$ cat config.mk
export PLATFORM = sky130hd
export DESIGN_NAME = disk_seek_distance_scheduler_core
export DESIGN_NICKNAME = d
export VERILOG_FILES = /design/src/rtl/dsds_pkg.sv /design/src/rtl/dsds_ctrl.sv /design/src/rtl/dsds_dp.sv /design/src/rtl/disk_seek_distance_scheduler_core.sv
export SDC_FILE = /design/constraint.sdc
export NUM_CORES = 2
export LEC_CHECK = 0
export ABC_CLOCK_PERIOD_IN_PS = 8550
export BUFFER_PORTS_ARGS = -buffer_cell sky130_fd_sc_hd__buf_2
export CAP_MARGIN = 30
export CORE_MARGIN = 2
export CORE_UTILIZATION = 55
export DETAILED_ROUTE_END_ITERATION = 7
export PLACE_DENSITY_LB_ADDON = 0.2
export SKIP_CTS_REPAIR_TIMING = 1
export SYNTH_ARGS = -nofsm -noshare
export SYNTH_HDL_FRONTEND = slang
export SYNTH_SLANG_ARGS = --single-unit
$ cat constraint.sdc
create_clock -name clk -period 8.55 [get_ports clk]
set_input_delay 1.71 -clock clk [delete_from_list [all_inputs] [get_ports clk]]
set_output_delay 1.71 -clock clk [all_outputs]
set_load 0.02 [all_outputs]
$ cat src/rtl/dsds_pkg.sv
`timescale 1ns / 1ps
// ----------------------------------------------------------------------------
// dsds_pkg: shared types and constants
// request and result layouts, policy codes, controller state and the
// command/status bundles between controller and datapath
// ----------------------------------------------------------------------------
package dsds_pkg;

  localparam int MAX_REQUESTS_DEF = 32;
  localparam int CYL_BITS_DEF     = 16;
  localparam int SEEK_W           = 24;
  localparam logic [SEEK_W-1:0] SEEK_MAX = '1;

  localparam int CFG_IDX_W  = 2;
  localparam int CFG_DATA_W = 17;
  localparam logic [CFG_IDX_W-1:0] CFG_POLICY    = 2'd0;
  localparam logic [CFG_IDX_W-1:0] CFG_CYL_COUNT = 2'd1;
  localparam logic [CFG_IDX_W-1:0] CFG_HEAD      = 2'd2;

  typedef enum logic [2:0] {
    POL_FCFS  = 3'd0,
    POL_SSTF  = 3'd1,
    POL_SCAN  = 3'd2,
    POL_LOOK  = 3'd3,
    POL_CSCAN = 3'd4,
    POL_CLOOK = 3'd5
  } policy_t;

  typedef struct packed {
    logic [15:0] request_cylinder;
    logic        last;
  } in_req_t;

  typedef struct packed {
    logic [SEEK_W-1:0] total_seek;
    logic              overflow;
  } out_res_t;

  typedef enum logic [2:0] {
    ST_IDLE,
    ST_START,
    ST_RD,
    ST_EVAL,
    ST_PASS_END,
    ST_FIN
  } state_t;

  typedef struct packed {
    logic begin_job;
    logic rd_en;
    logic eval;
    logic next_idx;
    logic pass_end;
    logic finish;
  } cmd_t;

  typedef struct packed {
    logic last_idx;
    logic last_pass;
    logic is_sstf;
  } status_t;

endpackage

$ cat src/rtl/dsds_ctrl.sv
`timescale 1ns / 1ps
// ----------------------------------------------------------------------------
// dsds_ctrl: job sequencer
// walks the stored requests once per pass and issues datapath commands
// ----------------------------------------------------------------------------
module dsds_ctrl
  import dsds_pkg::*;
(
  input  logic    clk,
  input  logic    rst_n,
  input  logic    job_end,
  input  status_t stat,
  output cmd_t    cmd,
  output logic    busy
);

  state_t state_r, state_nxt;

  always_ff @(posedge clk) begin
    if (!rst_n) begin
      state_r <= ST_IDLE;
    end else begin
      state_r <= state_nxt;
    end
  end

  always_comb begin
    state_nxt = state_r;
    cmd       = '0;
    case (state_r)
      ST_IDLE: begin
        if (job_end) state_nxt = ST_START;
      end
      ST_START: begin
        cmd.begin_job = 1'b1;
        state_nxt     = ST_RD;
      end
      ST_RD: begin
        cmd.rd_en = 1'b1;
        state_nxt = ST_EVAL;
      end
      ST_EVAL: begin
        cmd.eval = 1'b1;
        if (!stat.last_idx) begin
          cmd.next_idx = 1'b1;
          state_nxt    = ST_RD;
        end else if (stat.is_sstf) begin
          state_nxt = ST_PASS_END;
        end else begin
          state_nxt = ST_FIN;
        end
      end
      ST_PASS_END: begin
        cmd.pass_end = 1'b1;
        state_nxt    = stat.last_pass ? ST_FIN : ST_RD;
      end
      ST_FIN: begin
        cmd.finish = 1'b1;
        state_nxt  = ST_IDLE;
      end
      default: state_nxt = ST_IDLE;
    endcase
  end

  assign busy = (state_r != ST_IDLE);

endmodule

$ cat src/rtl/dsds_dp.sv
`timescale 1ns / 1ps
// ----------------------------------------------------------------------------
// dsds_dp: request store and seek arithmetic
// holds configuration, the request memory, served marks and accumulators
// ----------------------------------------------------------------------------
module dsds_dp
  import dsds_pkg::*;
#(
  parameter int MAX_REQUESTS = MAX_REQUESTS_DEF,
  parameter int CYL_BITS     = CYL_BITS_DEF
)
(
  input  logic                  clk,
  input  logic                  rst_n,
  input  logic                  cfg_we,
  input  logic [CFG_IDX_W-1:0]  cfg_index,
  input  logic [CFG_DATA_W-1:0] cfg_wdata,
  input  logic                  accept,
  input  in_req_t               in_req,
  input  cmd_t                  cmd,
  output status_t               stat,
  output logic                  out_valid,
  output out_res_t              out_res
);

  localparam int AW   = $clog2(MAX_REQUESTS);
  localparam int CNTW = $clog2(MAX_REQUESTS + 1);
  localparam int CW   = CYL_BITS;
  localparam int TW   = 17;
  localparam int SW   = ((CW > TW) ? CW : TW) + 3;
  localparam int ACW  = ((CW > SEEK_W) ? CW : SEEK_W) + 1;

  // configuration
  logic [2:0]    policy_r;
  logic [TW-1:0] cyl_count_r;
  logic [15:0]   head_start_r;

  always_ff @(posedge clk) begin
    if (!rst_n) begin
      policy_r     <= POL_FCFS;
      cyl_count_r  <= TW'(200);
      head_start_r <= '0;
    end else if (cfg_we) begin
      case (cfg_index)
        CFG_POLICY:    policy_r     <= cfg_wdata[2:0];
        CFG_CYL_COUNT: cyl_count_r  <= cfg_wdata;
        CFG_HEAD:      head_start_r <= cfg_wdata[15:0];
        default: ;
      endcase
    end
  end

  // walk state
  logic [AW-1:0]     idx_r;
  logic [CNTW-1:0]   pass_r;
  logic [CW-1:0]     head_r;
  logic [ACW-1:0]    acc_r;
  logic              found_r;
  logic [CW-1:0]     bestd_r;
  logic [AW-1:0]     best_r;
  logic [CW-1:0]     bestv_r;
  logic [CW-1:0]     lo_r, hia_r, loa_r;
  logic              above_r;
  logic [MAX_REQUESTS-1:0] served_r;

  // request store
  logic [CW-1:0]   mem [MAX_REQUESTS];
  logic [CW-1:0]   rdata_r;
  logic [CNTW-1:0] cnt_r;
  logic            ovf_r;
  logic            full;

  assign full = (cnt_r == CNTW'(MAX_REQUESTS));

  always_ff @(posedge clk) begin
    if (accept && !full) mem[cnt_r[AW-1:0]] <= CW'(in_req.request_cylinder);
    if (cmd.rd_en) rdata_r <= mem[idx_r];
  end

  logic [CW-1:0]  d;
  logic [ACW-1:0] acc_add, acc_sat;

  assign d       = (rdata_r > head_r) ? rdata_r - head_r : head_r - rdata_r;
  assign acc_add = acc_r + ACW'(cmd.pass_end ? bestd_r : d);
  assign acc_sat = (acc_add > ACW'(SEEK_MAX)) ? ACW'(SEEK_MAX) : acc_add;

  always_ff @(posedge clk) begin
    if (!rst_n) begin
      cnt_r    <= '0;
      ovf_r    <= 1'b0;
      served_r <= '0;
    end else begin
      if (accept) begin
        if (full) ovf_r <= 1'b1;
        else      cnt_r <= cnt_r + CNTW'(1);
      end
      if (cmd.pass_end) served_r[best_r] <= 1'b1;
      if (cmd.finish) begin
        cnt_r    <= '0;
        ovf_r    <= 1'b0;
        served_r <= '0;
      end
    end
  end

  always_ff @(posedge clk) begin
    if (cmd.begin_job) begin
      idx_r   <= '0;
      pass_r  <= '0;
      head_r  <= CW'(head_start_r);
      lo_r    <= CW'(head_start_r);
      acc_r   <= '0;
      found_r <= 1'b0;
      above_r <= 1'b0;
    end
    if (cmd.next_idx) idx_r <= idx_r + AW'(1);
    if (cmd.eval) begin
      case (policy_r)
        POL_FCFS: begin
          acc_r  <= acc_sat;
          head_r <= rdata_r;
        end
        POL_SSTF: begin
          if (!served_r[idx_r] && (!found_r || d < bestd_r)) begin
            found_r <= 1'b1;
            bestd_r <= d;
            best_r  <= idx_r;
            bestv_r <= rdata_r;
          end
        end
        default: begin
          if (rdata_r < lo_r) lo_r <= rdata_r;
          if (rdata_r > head_r) begin
            if (!above_r || rdata_r > hia_r) hia_r <= rdata_r;
            if (!above_r || rdata_r < loa_r) loa_r <= rdata_r;
            above_r <= 1'b1;
          end
        end
      endcase
    end
    if (cmd.pass_end) begin
      acc_r   <= acc_sat;
      head_r  <= bestv_r;
      found_r <= 1'b0;
      idx_r   <= '0;
      pass_r  <= pass_r + CNTW'(1);
    end
  end

  assign stat.last_idx  = ((CNTW'(idx_r) + CNTW'(1)) == cnt_r);
  assign stat.last_pass = ((pass_r + CNTW'(1)) == cnt_r);
  assign stat.is_sstf   = (policy_r == POL_SSTF);

  // sweep totals
  logic [TW-1:0] top;
  logic [SW-1:0] hd, lo, hia, loa, tp, dtop, sweep, sw_sat;
  logic [SEEK_W-1:0] total;

  assign top  = (cyl_count_r != '0) ? cyl_count_r - TW'(1) : '0;
  assign hd   = SW'(head_r);
  assign lo   = SW'(lo_r);
  assign hia  = SW'(hia_r);
  assign loa  = SW'(loa_r);
  assign tp   = SW'(top);
  assign dtop = (tp > hia) ? tp - hia : hia - tp;

  always_comb begin
    case (policy_r)
      POL_SCAN:  sweep = hd + (above_r ? hia : '0);
      POL_LOOK:  sweep = (hd - lo) + (above_r ? hia - lo : '0);
      POL_CSCAN: sweep = hd + tp + (above_r ? dtop + (hia - loa) : '0);
      default:   sweep = (hd - lo) + (above_r ? (hia - lo) + (hia - loa) : '0);
    endcase
  end

  assign sw_sat = (sweep > SW'(SEEK_MAX)) ? SW'(SEEK_MAX) : sweep;

  always_comb begin
    case (policy_r)
      POL_FCFS, POL_SSTF:                       total = acc_r[SEEK_W-1:0];
      POL_SCAN, POL_LOOK, POL_CSCAN, POL_CLOOK: total = sw_sat[SEEK_W-1:0];
      default:                                  total = '0;
    endcase
  end

  // result register
  always_ff @(posedge clk) begin
    if (!rst_n) begin
      out_valid <= 1'b0;
    end else begin
      out_valid <= cmd.finish;
    end
    if (cmd.finish) begin
      out_res.total_seek <= total;
      out_res.overflow   <= ovf_r;
    end
  end

endmodule

$ cat src/rtl/disk_seek_distance_scheduler_core.sv
`timescale 1ns / 1ps
// ----------------------------------------------------------------------------
// disk_seek_distance_scheduler_core: total head travel of a request job
// stores cylinder requests and reports seek distance under fcfs, sstf,
// scan, look, c-scan or c-look
// ----------------------------------------------------------------------------
// requests load one per cycle while busy is low; a request with last set
// closes the job and raises busy while the stored requests are walked from
// the request memory, each entry addressed, then evaluated.
// fcfs and the sweep policies walk the stored requests once; sstf needs one
// full nearest-search pass per request served.
// out_valid is high for exactly one cycle and the result is not held: the
// receiver must take it on that cycle. write configuration only while idle.
module disk_seek_distance_scheduler_core
  import dsds_pkg::*;
#(
  parameter int MAX_REQUESTS = MAX_REQUESTS_DEF,
  parameter int CYL_BITS     = CYL_BITS_DEF
)
(
  input  logic                  clk,
  input  logic                  rst_n,
  // configuration write port
  input  logic                  cfg_we,
  input  logic [CFG_IDX_W-1:0]  cfg_index,
  input  logic [CFG_DATA_W-1:0] cfg_wdata,
  // request channel
  input  logic                  start,
  output logic                  busy,
  input  in_req_t               in_req,
  // result channel
  output logic                  out_valid,
  output out_res_t              out_res
);

  cmd_t    cmd;
  status_t stat;
  logic    accept;

  // a request is taken only between jobs
  assign accept = start && !busy;

  dsds_ctrl u_ctrl (
    .clk     (clk),
    .rst_n   (rst_n),
    .job_end (accept && in_req.last),
    .stat    (stat),
    .cmd     (cmd),
    .busy    (busy)
  );

  dsds_dp #(
    .MAX_REQUESTS (MAX_REQUESTS),
    .CYL_BITS     (CYL_BITS)
  ) u_dp (
    .clk       (clk),
    .rst_n     (rst_n),
    .cfg_we    (cfg_we),
    .cfg_index (cfg_index),
    .cfg_wdata (cfg_wdata),
    .accept    (accept),
    .in_req    (in_req),
    .cmd       (cmd),
    .stat      (stat),
    .out_valid (out_valid),
    .out_res   (out_res)
  );

endmodule

==> summary.txt <==
Clock tree
  – TritonCTS clock tree: yes
  – H-tree depth: 3
  – Clock Tree Root: clkbuf_16
  – Clock Latency Late Sink: 0.65 ns
  – Cts bufs inserted: 80
  – Clock sinks: 771
  – Clock Tree Buf Depth: 3
  – Worst-path clk slew: 0.06 ns

Global routing
  – Maximum number of pins on one net before global-route repair: 106
  – GRT Total Usage: 0.297
  – GRT overflow: 0
  – First-pass GRT wire length: 176 mm
  – Antenna violations before repair: 5
  – Vias in the first global route: 28,800

Power
  – Leak pwr: 17.8 nW
  – Final Power: 9.59 mW
  – Highest ir drop seen on vdd: 0.000223 V
  – Pwr/cell area: 201 nW/um^2

Setup path
  – Crit Path Class: reg2reg
  – Reg2Reg Setup Slack: 0.37 ns
  – Largest fanout on the critical path: 9
  – CP required: 8.91 ns
  – Worst r2r path cells: 34
  – Stages on the worst setup path: 34
  – Critical path startpoint category: flip-flop
  – CP delay by family, top: simple AND/OR/NAND/NOR gates
  – WP buf/inv: 4
  – CP Capture Type: flip-flop
  – Worst Path Arrival: 8.55 ns
  – Slowest cell delay on critical path: 0.62 ns
  – Slowest CP cell: or4b_2

Cells and area
  – Area of the multi-input gates: 20,000 sq um
  – Area grow syn2layout: 11.5%
  – Reg area: 21,700 sq um
  – Layout cell share with drive strength beyond 1: 0.164
  – Post-layout util: 0.617
  – Final net count: 4,015
  – Filler cells: 5,978

STA
  – Max Slew Vio Count: 0
  – F_max: 122 MHz
  – Slew HR: 0.261
  – Min Clock Period, post-route: 8.18 ns
  – Final cycle utilization of the critical path: 0.957
  – RSZ-0062 raised after global routing: false
  – Setup Skew: 0.0491 ns
  – Worst-margin pin slew: 1.10 ns
  – Final hold viol count: 0
  – Final Setup Violations: 0

Yosys
  – Main synth FF type: edfxtp_1
  – Synth cell types: 91
  – Register area share after synthesis: 0.509
  – Post-synth EDFFs: 628
  – Syn. warnings: 0
  – Mapped Avg Cell Area: 12.0 sq um
  – Mapped Area: 42,700 sq um
  – Synth async-reset ratio: 0
  – Register bit total from synthesis: 771
  – Area contributors post-synth: edfxtp_1 44%, mux4_2 9.0%, ha_1 8.8%, dfxtp_1 6.7%, a21oi_1 2.9%
  – Cell taking the most area after synthesis: edfxtp_1
  – Syn Inst Count: 3,545
  – Yosys top cell area share: 0.442
  – Synth Net Count: 3,900

Floorplanning
  – Row Count: 102
  – Die span in x: 283 um
  – Initial core utilization: 0.553
  – Chip Height: 283 um
  – Die area: 79,900 sq um
  – # IOs: 67
  – Core region area: 77,200 sq um

Place
  – I/O Buffers: 66
  – GPL Wtd Cong: 0.964
  – Dpl hpwl: 78.1 mm

Routing
  – Via-to-Cell Ratio: 6.20
  – WL final: 117 mm
  – Antenna-violating nets left: 0
  – Initial drt markers: 2,672
  – DR pass1 iterations: 5
  – Drt wl/cell: 24.6 um
  – Drt drc: 0
  – Vias: 29,500

Run
  – MaxCap Viol Count: 0

Status
  – Status: completed

Worst hold path
  – Hold Path Class: reg2reg
  – Hold Path Depth: 2
==> power breakdown <==
group          total [mW]  leakage [nW]  internal [mW]  switching [mW]
clock network        3.60          1.33           2.09            1.51
logic                1.79          9.64          0.751            1.04
registers            4.19          6.82           4.11          0.0797
==> kinds of logic (layout without fill, tap and decap cells) <==
group,after synthesis,count (layout),share of synthesized area
other cells,0,1,0
compound gates,817,817,0.122
xor+xnor,186,186,0.0381
buf+inv,311,490,0.0277
flops,771,771,0.509
mux,231,231,0.105
simple gates,914,914,0.104
fa+ha+maj,315,315,0.0947
==> metal layers <==
layer,wire (um),global-route usage,share of wire
met1,47400,0.385,0.40
met2,56700,0.498,0.48
met3,7540,0.0438,0.064
met4,5490,0.129,0.047
met5,65,0,0.00055
==> sequential cells by signal, indices dropped and copies added, names as in the netlist, 5 cells and up <==
register / count
u_dp.acc_r: 25
u_dp.best_r: 5
u_dp.bestd_r: 16
u_dp.bestv_r: 16
u_dp.cnt_r: 6
u_dp.cyl_count_r: 17
u_dp.head_r: 16
u_dp.head_start_r: 16
u_dp.hia_r: 16
u_dp.idx_r: 5
u_dp.lo_r: 16
u_dp.loa_r: 16
u_dp.mem: 512
u_dp.out_res: 25
u_dp.pass_r: 6
u_dp.rdata_r: 16
u_dp.served_r: 32
==> worst register-to-register path, delay by kind of cell (launching register included) <==
family                     cells  cell delay (ns)
and+or+nand+nor               10             2.72
adders and majority gates      3             0.99
muxes                          1             0.37
buffers and inverters          4             0.69
xor gates and xnor gates       3             0.37
DFF                            1             0.35
AOI/OAI and AO/OA             13             2.43
==> cells in the mapped netlist, types with 80 or more instances <==
cell type and count:
nand2_1 273, o21ai_0 169, a21oi_1 251, a21o_1 80, xnor2_1 115, edfxtp_1 628
inv_1 175, mux4_2 170, ha_1 301, nor2_1 232, clkbuf_1 116, dfxtp_1 143
==> layout by cell type (no fill, tap or decap), types with 11 or more instances in the layout <==
master     instances
buf_4             95
nand3_1           59
or2_2             26
and2_1            52
a211oi_1          35
inv_1            175
nor2_2            30
nor3b_1           11
xor2_1            71
o31ai_1           13
a22oi_1           11
o21a_1            36
ha_1             299
fa_1              14
or3_1             24
a21o_1            80
buf_2             67
a21boi_0          53
clkbuf_1          11
nor2b_1           39
clkbuf_16         82
nand3b_1          11
clkinv_2          17
nand2_1          272
mux4_2           170
dfxtp_1          139
a21oi_1          251
a31oi_1           30
mux2i_1           19
and3_1            26
mux2_2            42
nand4_1           22
nand2b_1          28
o21bai_1          26
edfxtp_1         628
nor3_1            61
xnor2_1          115
nor2_1           202
o21ai_0          168
==> area by class of cell <==
cell class              count  area share
clock inverters            52      0.0133
repair buffers            169      0.0248
flip-flops and latches    771       0.456
multi-input cells        2463       0.420
inverters                 175      0.0138
clock buffers              94      0.0442
diodes                      1   0.0000525
well taps                1040      0.0273
==> metrics by stage <==
step                area [sq um]  hold WS [ns]  TNS, ns  std cells  worst slack (ns)
finish                     47600         0.417        0       4765             0.367
global route               47600         0.437        0       4764            0.0268
CTS                        47400         0.411  -0.0472       4756           -0.0472
detailed placement         44700         0.427  -0.0211       4610           -0.0211
global placement           44600         0.424        0       4607            0.0743
floorplan                  42700         0.409        0       3545             0.415
==> worst paths after layout <==
path / start / to
setup reg to reg: u_dp.cyl_count_r[2]$_SDFFE_PN0P_ / u_dp.out_res[20]$_DFFE_PP_
hold / removal: u_dp.bestv_r[14]$_DFFE_PP_ / u_dp.head_r[14]$_DFF_P_
setup / recovery: u_dp.cyl_count_r[2]$_SDFFE_PN0P_ / u_dp.out_res[20]$_DFFE_PP_
hold reg to reg: u_dp.bestv_r[14]$_DFFE_PP_ / u_dp.head_r[14]$_DFF_P_
(Power assumes the default switching activity.)
